$ cat src/design/spi_master_register_bridge_assert.svh
// Assertion macros used by the SPI master register bridge datapath.
`ifndef SPI_MASTER_REGISTER_BRIDGE_ASSERT_SVH
`define SPI_MASTER_REGISTER_BRIDGE_ASSERT_SVH

`define SMRB_ASSERT_ALWAYS(label, cond) \
  label: assert property (@(posedge clk) disable iff (rst) (cond)) \
    else $error("smrb invariant violated");

`define SMRB_ASSERT_IMPLY(label, ante, cons) \
  label: assert property (@(posedge clk) disable iff (rst) (ante) |-> (cons)) \
    else $error("smrb same-cycle check failed");

`define SMRB_ASSERT_NEXT(label, ante, cons) \
  label: assert property (@(posedge clk) disable iff (rst) (ante) |=> (cons)) \
    else $error("smrb next-cycle check failed");

`endif

$ cat src/design/smrb_pkg.sv
// Package with widths, codes, register masks and control structs of the bridge.
package smrb_pkg;

  localparam int DEPTH_DEFAULT = 64;

  localparam int CMD_W  = 2;
  localparam int REG_W  = 3;
  localparam int WORD_W = 32;
  localparam int BYTE_W = 8;

  localparam logic [CMD_W-1:0] CMD_READ  = 2'd0;
  localparam logic [CMD_W-1:0] CMD_WRITE = 2'd1;
  localparam logic [CMD_W-1:0] CMD_MISO  = 2'd2;

  localparam logic [REG_W-1:0] REG_CONTROL = 3'd0;
  localparam logic [REG_W-1:0] REG_FIFO    = 3'd1;
  localparam logic [REG_W-1:0] REG_CLOCK   = 3'd2;
  localparam logic [REG_W-1:0] REG_LENGTH  = 3'd3;

  localparam logic [WORD_W-1:0] CLEAR_MASK  = 32'h0000_0030;
  localparam logic [WORD_W-1:0] STAT_ACTIVE = 32'h0000_0080;
  localparam logic [WORD_W-1:0] STAT_DONE   = 32'h0001_0000;
  localparam logic [WORD_W-1:0] STAT_RXD    = 32'h0002_0000;
  localparam logic [WORD_W-1:0] STAT_TXD    = 32'h0004_0000;
  localparam logic [WORD_W-1:0] EMPTY_READ  = 32'h0000_00ff;

  localparam logic KIND_READ = 1'b0;
  localparam logic KIND_TX   = 1'b1;

  typedef struct packed {
    logic accept;
    logic exec;
    logic emit;
  } ctrl_cmd_t;

  typedef struct packed {
    logic is_read;
    logic starts;
    logic out_free;
    logic tx_last;
  } dp_status_t;

endpackage

$ cat src/design/smrb_if.sv
// Request and response channel interfaces of the bridge.
interface smrb_req_if;
  logic                           valid;
  logic                           ready;
  logic [smrb_pkg::CMD_W-1:0]     command;
  logic [smrb_pkg::REG_W-1:0]     reg_index;
  logic [smrb_pkg::WORD_W-1:0]    write_data;
  logic [smrb_pkg::BYTE_W-1:0]    miso_byte;
  logic                           miso_first;

  modport source (output valid, command, reg_index, write_data, miso_byte, miso_first,
                  input ready);
  modport sink (input valid, command, reg_index, write_data, miso_byte, miso_first,
                output ready);
endinterface

interface smrb_rsp_if;
  logic                           valid;
  logic                           ready;
  logic                           kind;
  logic [smrb_pkg::WORD_W-1:0]    read_data;
  logic [smrb_pkg::BYTE_W-1:0]    tx_byte;
  logic                           last;

  modport source (output valid, kind, read_data, tx_byte, last, input ready);
  modport sink (input valid, kind, read_data, tx_byte, last, output ready);
endinterface

$ cat src/design/smrb_ram.sv
// Generic single-write, single-read RAM with a registered read port.
module smrb_ram #(
  parameter int WIDTH = 8,
  parameter int DEPTH = 64
) (
  input  logic                                     clk,
  input  logic                                     we,
  input  logic [((DEPTH > 1) ? $clog2(DEPTH) : 1)-1:0] waddr,
  input  logic [WIDTH-1:0]                         wdata,
  input  logic [((DEPTH > 1) ? $clog2(DEPTH) : 1)-1:0] raddr,
  output logic [WIDTH-1:0]                         rdata
);

  logic [WIDTH-1:0] mem [DEPTH];

  always_ff @(posedge clk) begin
    if (we) begin
      mem[waddr] <= wdata;
    end
    rdata <= mem[raddr];
  end

endmodule

$ cat src/design/smrb_ctrl.sv
// Controller state machine that sequences accept, execute and TX drain.
module smrb_ctrl (
  input  logic                   clk,
  input  logic                   rst,
  input  logic                   in_valid,
  output logic                   in_ready,
  output smrb_pkg::ctrl_cmd_t    cmd,
  input  smrb_pkg::dp_status_t   sts
);

  localparam logic [1:0] ST_IDLE = 2'd0;
  localparam logic [1:0] ST_EXEC = 2'd1;
  localparam logic [1:0] ST_EMIT = 2'd2;

  logic [1:0] state;
  logic [1:0] state_next;

  assign in_ready = (state == ST_IDLE);

  always_comb begin
    state_next = state;
    cmd        = '0;
    cmd.accept = in_valid && in_ready;
    unique case (state)
      ST_IDLE: begin
        if (cmd.accept) begin
          state_next = ST_EXEC;
        end
      end
      ST_EXEC: begin
        if (sts.is_read) begin
          if (sts.out_free) begin
            cmd.exec   = 1'b1;
            state_next = ST_IDLE;
          end
        end else begin
          cmd.exec   = 1'b1;
          state_next = sts.starts ? ST_EMIT : ST_IDLE;
        end
      end
      ST_EMIT: begin
        if (sts.out_free) begin
          cmd.emit = 1'b1;
          if (sts.tx_last) begin
            state_next = ST_IDLE;
          end
        end
      end
      default: begin
        state_next = ST_IDLE;
      end
    endcase
  end

  always_ff @(posedge clk) begin
    if (rst) begin
      state <= ST_IDLE;
    end else begin
      state <= state_next;
    end
  end

endmodule

$ cat src/design/smrb_datapath.sv
// Datapath with the word registers, FIFO memories, counters and output register.
`include "spi_master_register_bridge_assert.svh"

module smrb_datapath #(
  parameter int FIFO_DEPTH = smrb_pkg::DEPTH_DEFAULT
) (
  input  logic                          clk,
  input  logic                          rst,
  input  smrb_pkg::ctrl_cmd_t           cmd,
  output smrb_pkg::dp_status_t          sts,
  input  logic [smrb_pkg::CMD_W-1:0]    command,
  input  logic [smrb_pkg::REG_W-1:0]    reg_index,
  input  logic [smrb_pkg::WORD_W-1:0]   write_data,
  input  logic [smrb_pkg::BYTE_W-1:0]   miso_byte,
  input  logic                          miso_first,
  input  logic                          out_ready,
  output logic                          out_valid,
  output logic                          out_kind,
  output logic [smrb_pkg::WORD_W-1:0]   out_read_data,
  output logic [smrb_pkg::BYTE_W-1:0]   out_tx_byte,
  output logic                          out_last
);

  localparam int AW = (FIFO_DEPTH > 1) ? $clog2(FIFO_DEPTH) : 1;
  localparam int CW = $clog2(FIFO_DEPTH + 1);
  localparam logic [CW-1:0] DEPTH_C = CW'(FIFO_DEPTH);

  logic [smrb_pkg::CMD_W-1:0]  item_command;
  logic [smrb_pkg::REG_W-1:0]  item_reg;
  logic [smrb_pkg::WORD_W-1:0] item_data;
  logic [smrb_pkg::BYTE_W-1:0] item_byte;
  logic                        item_first;

  logic                        active;
  logic [smrb_pkg::WORD_W-1:0] clock_div;
  logic [smrb_pkg::WORD_W-1:0] data_len;
  logic [CW-1:0]               tx_count;
  logic [CW-1:0]               rx_count;
  logic [CW-1:0]               rx_read_pos;
  logic [AW-1:0]               drain_idx;

  logic                        is_read;
  logic                        is_write;
  logic                        is_miso;
  logic                        clear_req;
  logic                        start_req;
  logic [CW-1:0]               tx_base;
  logic [CW-1:0]               rx_base;
  logic                        rx_has;
  logic                        out_free;
  logic                        tx_last;
  logic                        out_load;
  logic [smrb_pkg::WORD_W-1:0] status_word;
  logic [smrb_pkg::WORD_W-1:0] read_value;

  logic                        tx_we;
  logic [AW-1:0]               tx_raddr;
  logic [smrb_pkg::BYTE_W-1:0] tx_rd_data;
  logic                        rx_we;
  logic [smrb_pkg::BYTE_W-1:0] rx_rd_data;

  assign is_read   = (item_command == smrb_pkg::CMD_READ);
  assign is_write  = (item_command == smrb_pkg::CMD_WRITE);
  assign is_miso   = (item_command == smrb_pkg::CMD_MISO);
  assign clear_req = ((item_data & smrb_pkg::CLEAR_MASK) != '0);
  assign start_req = ((item_data & smrb_pkg::STAT_ACTIVE) != '0);
  assign tx_base   = clear_req ? '0 : tx_count;
  assign rx_base   = item_first ? '0 : rx_count;
  assign rx_has    = (rx_read_pos < rx_count);
  assign out_free  = !out_valid || out_ready;
  assign tx_last   = ((CW'(drain_idx) + CW'(1)) == tx_count);
  assign out_load  = (cmd.exec && is_read) || cmd.emit;

  assign sts.is_read  = is_read;
  assign sts.starts   = is_write && (item_reg == smrb_pkg::REG_CONTROL) && start_req &&
                        !active && (tx_base != '0);
  assign sts.out_free = out_free;
  assign sts.tx_last  = tx_last;

  assign status_word = (active ? smrb_pkg::STAT_ACTIVE : '0) |
                       ((active && (tx_count != '0)) ? smrb_pkg::STAT_DONE : '0) |
                       (rx_has ? smrb_pkg::STAT_RXD : smrb_pkg::STAT_TXD);

  always_comb begin
    unique case (item_reg)
      smrb_pkg::REG_CONTROL: read_value = status_word;
      smrb_pkg::REG_FIFO:    read_value = rx_has ? {24'd0, rx_rd_data} : smrb_pkg::EMPTY_READ;
      smrb_pkg::REG_CLOCK:   read_value = clock_div;
      smrb_pkg::REG_LENGTH:  read_value = data_len;
      default:               read_value = '0;
    endcase
  end

  assign tx_we    = cmd.exec && is_write && (item_reg == smrb_pkg::REG_FIFO) &&
                    (tx_count < DEPTH_C);
  assign tx_raddr = cmd.emit ? (drain_idx + AW'(1)) : drain_idx;
  assign rx_we    = cmd.exec && is_miso && (rx_base < DEPTH_C);

  smrb_ram #(
    .WIDTH (smrb_pkg::BYTE_W),
    .DEPTH (FIFO_DEPTH)
  ) u_tx_ram (
    .clk   (clk),
    .we    (tx_we),
    .waddr (tx_count[AW-1:0]),
    .wdata (item_data[smrb_pkg::BYTE_W-1:0]),
    .raddr (tx_raddr),
    .rdata (tx_rd_data)
  );

  smrb_ram #(
    .WIDTH (smrb_pkg::BYTE_W),
    .DEPTH (FIFO_DEPTH)
  ) u_rx_ram (
    .clk   (clk),
    .we    (rx_we),
    .waddr (rx_base[AW-1:0]),
    .wdata (item_byte),
    .raddr (rx_read_pos[AW-1:0]),
    .rdata (rx_rd_data)
  );

  always_ff @(posedge clk) begin
    if (cmd.accept) begin
      item_command <= command;
      item_reg     <= reg_index;
      item_data    <= write_data;
      item_byte    <= miso_byte;
      item_first   <= miso_first;
    end
    if (out_load) begin
      if (cmd.emit) begin
        out_kind      <= smrb_pkg::KIND_TX;
        out_read_data <= '0;
        out_tx_byte   <= tx_rd_data;
        out_last      <= tx_last;
      end else begin
        out_kind      <= smrb_pkg::KIND_READ;
        out_read_data <= read_value;
        out_tx_byte   <= '0;
        out_last      <= 1'b1;
      end
    end
  end

  always_ff @(posedge clk) begin
    if (rst) begin
      out_valid   <= 1'b0;
      active      <= 1'b0;
      clock_div   <= '0;
      data_len    <= '0;
      tx_count    <= '0;
      rx_count    <= '0;
      rx_read_pos <= '0;
      drain_idx   <= '0;
    end else begin
      if (out_load) begin
        out_valid <= 1'b1;
      end else if (out_ready) begin
        out_valid <= 1'b0;
      end
      if (cmd.exec) begin
        unique case (item_command)
          smrb_pkg::CMD_READ: begin
            if ((item_reg == smrb_pkg::REG_FIFO) && rx_has) begin
              rx_read_pos <= rx_read_pos + CW'(1);
            end
          end
          smrb_pkg::CMD_WRITE: begin
            unique case (item_reg)
              smrb_pkg::REG_CONTROL: begin
                if (clear_req) begin
                  tx_count    <= '0;
                  rx_count    <= '0;
                  rx_read_pos <= '0;
                end
                active <= start_req;
              end
              smrb_pkg::REG_FIFO: begin
                if (tx_count < DEPTH_C) begin
                  tx_count <= tx_count + CW'(1);
                end
              end
              smrb_pkg::REG_CLOCK:  clock_div <= item_data;
              smrb_pkg::REG_LENGTH: data_len  <= item_data;
              default: begin
              end
            endcase
          end
          smrb_pkg::CMD_MISO: begin
            if (item_first) begin
              rx_read_pos <= '0;
            end
            if (rx_base < DEPTH_C) begin
              rx_count <= rx_base + CW'(1);
            end else begin
              rx_count <= rx_base;
            end
          end
          default: begin
          end
        endcase
      end
      if (cmd.emit) begin
        drain_idx <= tx_last ? '0 : (drain_idx + AW'(1));
      end
    end
  end

  `SMRB_ASSERT_ALWAYS(a_tx_count_bound, tx_count <= DEPTH_C)
  `SMRB_ASSERT_ALWAYS(a_rx_pos_bound, (rx_read_pos <= rx_count) && (rx_count <= DEPTH_C))
  `SMRB_ASSERT_IMPLY(a_emit_in_range, cmd.emit, (CW'(drain_idx) < tx_count) && out_free)
  `SMRB_ASSERT_NEXT(a_emit_loads, cmd.emit, out_valid && (out_kind == smrb_pkg::KIND_TX))

endmodule

$ cat src/design/spi_master_register_bridge.sv
// Top level of the SPI master register bridge: controller, datapath and channel ports.
// Each request is first accepted into the item registers and then applied; a bus read result
// is loaded into the output register when it is applied. A control write that starts a
// transfer then sends one queued TX byte per cycle while the output is free, paced by the
// registered read port of the TX memory. A stalled response holds the controller; the next
// request is still taken while a finished result waits. Synchronous reset clears state,
// control registers and counters; the FIFO memories are not cleared and need no clearing pass.
module spi_master_register_bridge #(
  parameter int FIFO_DEPTH = smrb_pkg::DEPTH_DEFAULT
) (
  input logic         clk,
  input logic         rst,
  smrb_req_if.sink    req,
  smrb_rsp_if.source  rsp
);

  smrb_pkg::ctrl_cmd_t  cmd;
  smrb_pkg::dp_status_t sts;
  logic                 in_ready;

  assign req.ready = in_ready;

  smrb_ctrl u_ctrl (
    .clk      (clk),
    .rst      (rst),
    .in_valid (req.valid),
    .in_ready (in_ready),
    .cmd      (cmd),
    .sts      (sts)
  );

  smrb_datapath #(
    .FIFO_DEPTH (FIFO_DEPTH)
  ) u_datapath (
    .clk           (clk),
    .rst           (rst),
    .cmd           (cmd),
    .sts           (sts),
    .command       (req.command),
    .reg_index     (req.reg_index),
    .write_data    (req.write_data),
    .miso_byte     (req.miso_byte),
    .miso_first    (req.miso_first),
    .out_ready     (rsp.ready),
    .out_valid     (rsp.valid),
    .out_kind      (rsp.kind),
    .out_read_data (rsp.read_data),
    .out_tx_byte   (rsp.tx_byte),
    .out_last      (rsp.last)
  );

endmodule
$ cat src/flat_wrapper.sv
// flat-port wrapper written by rule: the top's interface ports become plain ports
module spi_master_register_bridge_flat 
#(
  parameter int FIFO_DEPTH = smrb_pkg::DEPTH_DEFAULT
)
  (clk, rst, req_valid, req_command, req_reg_index, req_write_data, req_miso_byte, req_miso_first, req_ready, rsp_valid, rsp_kind, rsp_read_data, rsp_tx_byte, rsp_last, rsp_ready);
  smrb_req_if req_i ();
  smrb_rsp_if rsp_i ();
  input logic clk;
  input logic rst;
  input wire logic [$bits(req_i.valid)-1:0] req_valid;
  input wire logic [$bits(req_i.command)-1:0] req_command;
  input wire logic [$bits(req_i.reg_index)-1:0] req_reg_index;
  input wire logic [$bits(req_i.write_data)-1:0] req_write_data;
  input wire logic [$bits(req_i.miso_byte)-1:0] req_miso_byte;
  input wire logic [$bits(req_i.miso_first)-1:0] req_miso_first;
  output wire logic [$bits(req_i.ready)-1:0] req_ready;
  output wire logic [$bits(rsp_i.valid)-1:0] rsp_valid;
  output wire logic [$bits(rsp_i.kind)-1:0] rsp_kind;
  output wire logic [$bits(rsp_i.read_data)-1:0] rsp_read_data;
  output wire logic [$bits(rsp_i.tx_byte)-1:0] rsp_tx_byte;
  output wire logic [$bits(rsp_i.last)-1:0] rsp_last;
  input wire logic [$bits(rsp_i.ready)-1:0] rsp_ready;
  assign req_i.valid = req_valid;
  assign req_i.command = req_command;
  assign req_i.reg_index = req_reg_index;
  assign req_i.write_data = req_write_data;
  assign req_i.miso_byte = req_miso_byte;
  assign req_i.miso_first = req_miso_first;
  assign req_ready = req_i.ready;
  assign rsp_valid = rsp_i.valid;
  assign rsp_kind = rsp_i.kind;
  assign rsp_read_data = rsp_i.read_data;
  assign rsp_tx_byte = rsp_i.tx_byte;
  assign rsp_last = rsp_i.last;
  assign rsp_i.ready = rsp_ready;
  spi_master_register_bridge #(.FIFO_DEPTH(FIFO_DEPTH)) u_core (.clk(clk), .rst(rst), .req(req_i), .rsp(rsp_i));
endmodule
$ cat config.mk
export PLATFORM = sky130hd
export DESIGN_NAME = spi_master_register_bridge_flat
export DESIGN_NICKNAME = d
export VERILOG_FILES = /design/src/design/smrb_pkg.sv /design/src/design/smrb_if.sv /design/src/design/smrb_ram.sv /design/src/design/smrb_ctrl.sv /design/src/design/smrb_datapath.sv /design/src/design/spi_master_register_bridge.sv /design/src/flat_wrapper.sv
export VERILOG_INCLUDE_DIRS = /design/src /design/src/design
export SDC_FILE = /design/constraint.sdc
export NUM_CORES = 1
export LEC_CHECK = 0
export ABC_AREA = 0
export BUFFER_PORTS_ARGS = -buffer_cell sky130_fd_sc_hd__buf_2
export CAP_MARGIN = 20
export CORE_MARGIN = 3
export CORE_UTILIZATION = 30
export DETAILED_ROUTE_END_ITERATION = 16
export GPL_TIMING_DRIVEN = 0
export PLACE_DENSITY = 0.51
export SYNTH_ARGS = -nofsm -noshare
export SYNTH_HDL_FRONTEND = slang
export SYNTH_SLANG_ARGS = --single-unit
$ cat constraint.sdc
create_clock -name clk -period 5.92 [get_ports clk]
set_input_delay 0.296 -clock clk [delete_from_list [all_inputs] [get_ports clk]]
set_output_delay 0.296 -clock clk [all_outputs]
set_load 0.02 [all_outputs]
==> reports/qor.log <==
[status] status finished, final reports clean
[cts] cts repair resizes 0
[cells_and_area] ratio of cells with drive above 1 in the final layout 20.9%
[setup_path] reg2reg path depth 7
[synth] number of enable-type register cells in the synthesized netlist 1112
[detailed_routing] DR WL/cell 25.7 um
[cells_and_area] utilization after layout 35.6%
[die] number of rows created at floorplan 153
[cells_and_area] net count reported at finish 3447
[sta] setup TNS 0 ns
[cts] CTS sink cnt 1223
[setup_path] destination of the worst register-to-register timing path u_core.u_datapath.u_tx_ram.mem[43][7]
[detailed_routing] iteration-0 DRC count of the detailed router 2344
[power] power share of the clock group 44.8%
[cts] TritonCTS buffer count 131
[cells_and_area] FILL cells 16500
[synth] fraction of the yosys area taken by sequential cells 67.6%
[cells_and_area] Inserted Diodes 0
[detailed_routing] via count 29500
[cts] maximum level of the CTS H-tree 4
[synth] cell type with the highest aggregate area in the netlist edfxtp_1
[place] Setup WS pre-CTS 1.63 ns
[synth] post-synthesis cell count 3061
[place] count of buffers from port buffering 92
[synth] top cells by area, synth edfxtp_1 (63%), mux4_2 (13%), mux2i_1 (9.7%), dfxtp_1 (4.2%), nor2_1 (1.6%)
[cells_and_area] post-route design area 0.0620 sq mm
[setup_path] type of the worst setup path flop to flop
[global_routing] largest net degree at the start of global routing 33
[cts] clock latency on the worst-skew pair 0.77 ns
[cells_and_area] post-layout instance count excluding filler cells 5809
[global_routing] vias in the first global route 29600
[power] Power Internal 14.3 mW
[die] die extent in y 425 um
[cts] deepest clock path buffer count 3
[setup_path] capture point of the worst path u_core.u_datapath.u_tx_ram.mem[43][7]
[setup_path] critical path startpoint category flop
[sta] Worst Max-Slew Pin Slew 1.13 ns
[die] Starting Density 30.2%
[die] core area 0.174 sq mm
[power] leakage power 18.1 nW
[cells_and_area] registers with the highest flip-flop counts u_core.u_datapath.u_rx_ram.mem: 512 flops, u_core.u_datapath.u_tx_ram.mem: 512 flops
[cts] buffer cell driving the clock tree root clkbuf_16
[sta] worst slack on hold paths 0.131 ns
[power] share of power burned in registers 52.5%
[power] maximum vdd drop 291 uV
[detailed_routing] number of iterations in the first detailed-routing pass 7
[global_routing] global route total overflow 0
[die] die outline width 425 um
[power] switching share of power 20.8%
[setup_path] source of the critical timing path u_core.u_datapath.item_command[0]
[global_routing] total global-route track usage 16.3%
[setup_path] register-to-register setup slack 1.62 ns
[synth] Net Count, Synth 3126
[place] gpl congestion 0.830
[sta] slew margin rel. 24.5%
[sta] upper clock frequency limit 233 MHz
[sta] unrepaired setup endpoints after global routing false
[power] Final Power 18.1 mW
[setup_path] endpoint class of the critical path flop
[setup_path] stage delay of the slowest cell on the critical path 1.08 ns
[synth] Synth Register Bits 1223
[die] die area 0.181 sq mm
[place] placed inst area 0.0572 sq mm
[synth] average footprint of a synthesized cell 17.2 sq um
[synth] fraction of post-synthesis cell area in the top cell type by area 63.4%
[synth] cell area after technology mapping 0.0527 sq mm
[sta] clock period minus final worst setup slack 4.30 ns
[sta] post-route setup slack 1.62 ns
[cts] clock-pin slew of the registers on the worst-case setup and hold paths 0.07 ns
[setup_path] startpoint of the most critical register-to-register path u_core.u_datapath.item_command[0]
[place] count of placed standard cells including taps 5524
[synth] fraction of registers with async set or reset after synthesis 0%
[cts] number of hold buffers added after CTS 48
[power] combinational share of power 2.7%
[cells_and_area] Sequential cell area 0.0356 sq mm
[cells_and_area] Area growth syn-to-layout 17.6%
[place] post-detail-place hpwl 103000 um
[worst_hold_path] class of the worst hold path input pin to flop
[synth] most used flip-flop cell after synthesis edfxtp_1
[setup_path] Crit Path Max Fanout 8
[cts] Post-CTS Setup Repair Bufs 0
[setup_path] worst-path cell chain inv_1 -> ha_1 -> a21boi_2 -> nand2_1 -> nor3_1 -> nand3_1 -> nor2_1
[cells_and_area] area of the multi-input gates 0.0161 sq mm
[detailed_routing] final wirelength 149000 um
[sta] Final Setup Violations 0
[die] count of pins on the block boundary 94
[global_routing] global-route wire length before repair 214000 um
[sta] final worst path period share 72.6%
[power] Pwr Density 292 mW/mm^2
[synth] count of warnings emitted by yosys 0
[sta] Fin Clk Skew 0.0305 ns
[setup_path] arrival time of data at the critical path endpoint 4.66 ns
[cts] CTS tree built
[global_routing] number of antenna violations at the first check in global routing 1
[setup_path] Max stage delay cell, worst path nor2_1
[power] P_sw 3.77 mW
[detailed_routing] count of nets left with antenna violations after detail routing 0
[synth] count of unique library cells instantiated by Yosys 63
[detailed_routing] drt drc 0
[job] Max Cap Violations 0
[setup_path] required time at the endpoint of the critical path 6.29 ns
[sta] endpoints failing hold 0
[sta] max-slew violation total from the final report 0
[detailed_routing] drt via density 5.07
cell usage after synthesis (all sizes together), types with 4 or more instances:
master	n
edfxtp	1112
mux2i	513
mux4	296
nor2	218
nand2	166
dfxtp	111
a21oi	107
buf	104
clkbuf	104
a22oi	33
o221ai	32
o22ai	32
nand3	28
o21ai	22
and3	17
inv	16
ha	15
or3	14
nor3	11
xnor2	10
nand2b	9
o31ai	9
a31oi	8
and4	8
a211oi	5
and2	4
nor2b	4
or4	4
xor2	4
layer usage:
layer | up-vias | track usage [%] | share of wire, %
met3 | 214 | 2.29 | 4.6
met5 | - | 0 | 0
met4 | 0 | 5.34 | 2.8
met2 | 832 | 27.6 | 50
li1 | 12900 | - | -
met1 | 15500 | 21.5 | 43
critical path, delay by kind of cell (launching register included):
kind                     cells  cell delay (ns)
flip-flops                   1             0.40
AO/OA/AOI/OAI                1             0.42
buffers and inverters        1             0.08
adder cells (fa/ha/maj)      1             0.31
AND/OR/NAND/NOR              4             2.67
power groups by stage:
stage	logic [mW]	clock network, mW	registers, mW
global placement	0.238	0	9.82
CTS	0.489	8.27	9.50
floorplan	0.138	0	9.72
detailed placement	0.463	0	9.68
global route	0.512	8.61	9.50
finish	0.482	8.11	9.50
area by class of cell:
class	count	area share, %
well taps	2325	4.69
plain buffers	208	1.54
multi-input cells	1613	25.9
clock inverters	73	1.06
flip-flops and latches	1223	57.5
inverters	17	0.103
repair buffers	188	3.48
clock buffers	162	5.75
worst min path at each step:
stage	startpoint	endpoint	slack, ns	cells after the start
2_1_floorplan	req_miso_byte[0]	u_core.u_datapath.item_byte[0]	0.39	0
3_3_place_gp	u_core.u_datapath.data_len[2]	u_core.u_datapath.data_len[2]	0.44	2
3_5_place_dp	u_core.u_datapath.data_len[31]	u_core.u_datapath.data_len[31]	0.45	2
4_1_cts	rst	u_core.u_datapath.data_len[1]	0.07	3
5_1_grt	rst	u_core.u_datapath.data_len[5]	0.14	3
6_report	rst	u_core.u_datapath.data_len[7]	0.13	3
cell usage in the layout (no fill, tap or decap), types with 13 or more instances in the layout:
cell type      count
buf_1             14
buf_16            39
inv_1             13
clkinv_1          25
mux2i_1          513
nand2_1          166
a22oi_1           33
mux4_2           296
ha_1              15
edfxtp_1        1112
dlygate4sd3_1     48
o22ai_1           32
nand3_1           28
clkbuf_16        136
clkinv_2          26
o21ai_1           15
a21oi_1          107
dfxtp_1          111
buf_2            166
and3_1            17
clkbuf_1         124
or3_1             14
nor2_1           217
o221ai_1          32
cells by family (layout without fill, tap and decap cells):
family / after synthesis / after routing / share of synthesized area, %
compound gates: 268 / 268 / 3.23
xor+xnor: 14 / 14 / 0.233
fa+ha+maj: 15 / 15 / 0.356
buf+inv: 225 / 648 / 1.93
flops: 1223 / 1223 / 67.6
mux: 809 / 809 / 22.4
simple gates: 507 / 507 / 4.25
Note: power is estimated with default switching activity, not from simulation.
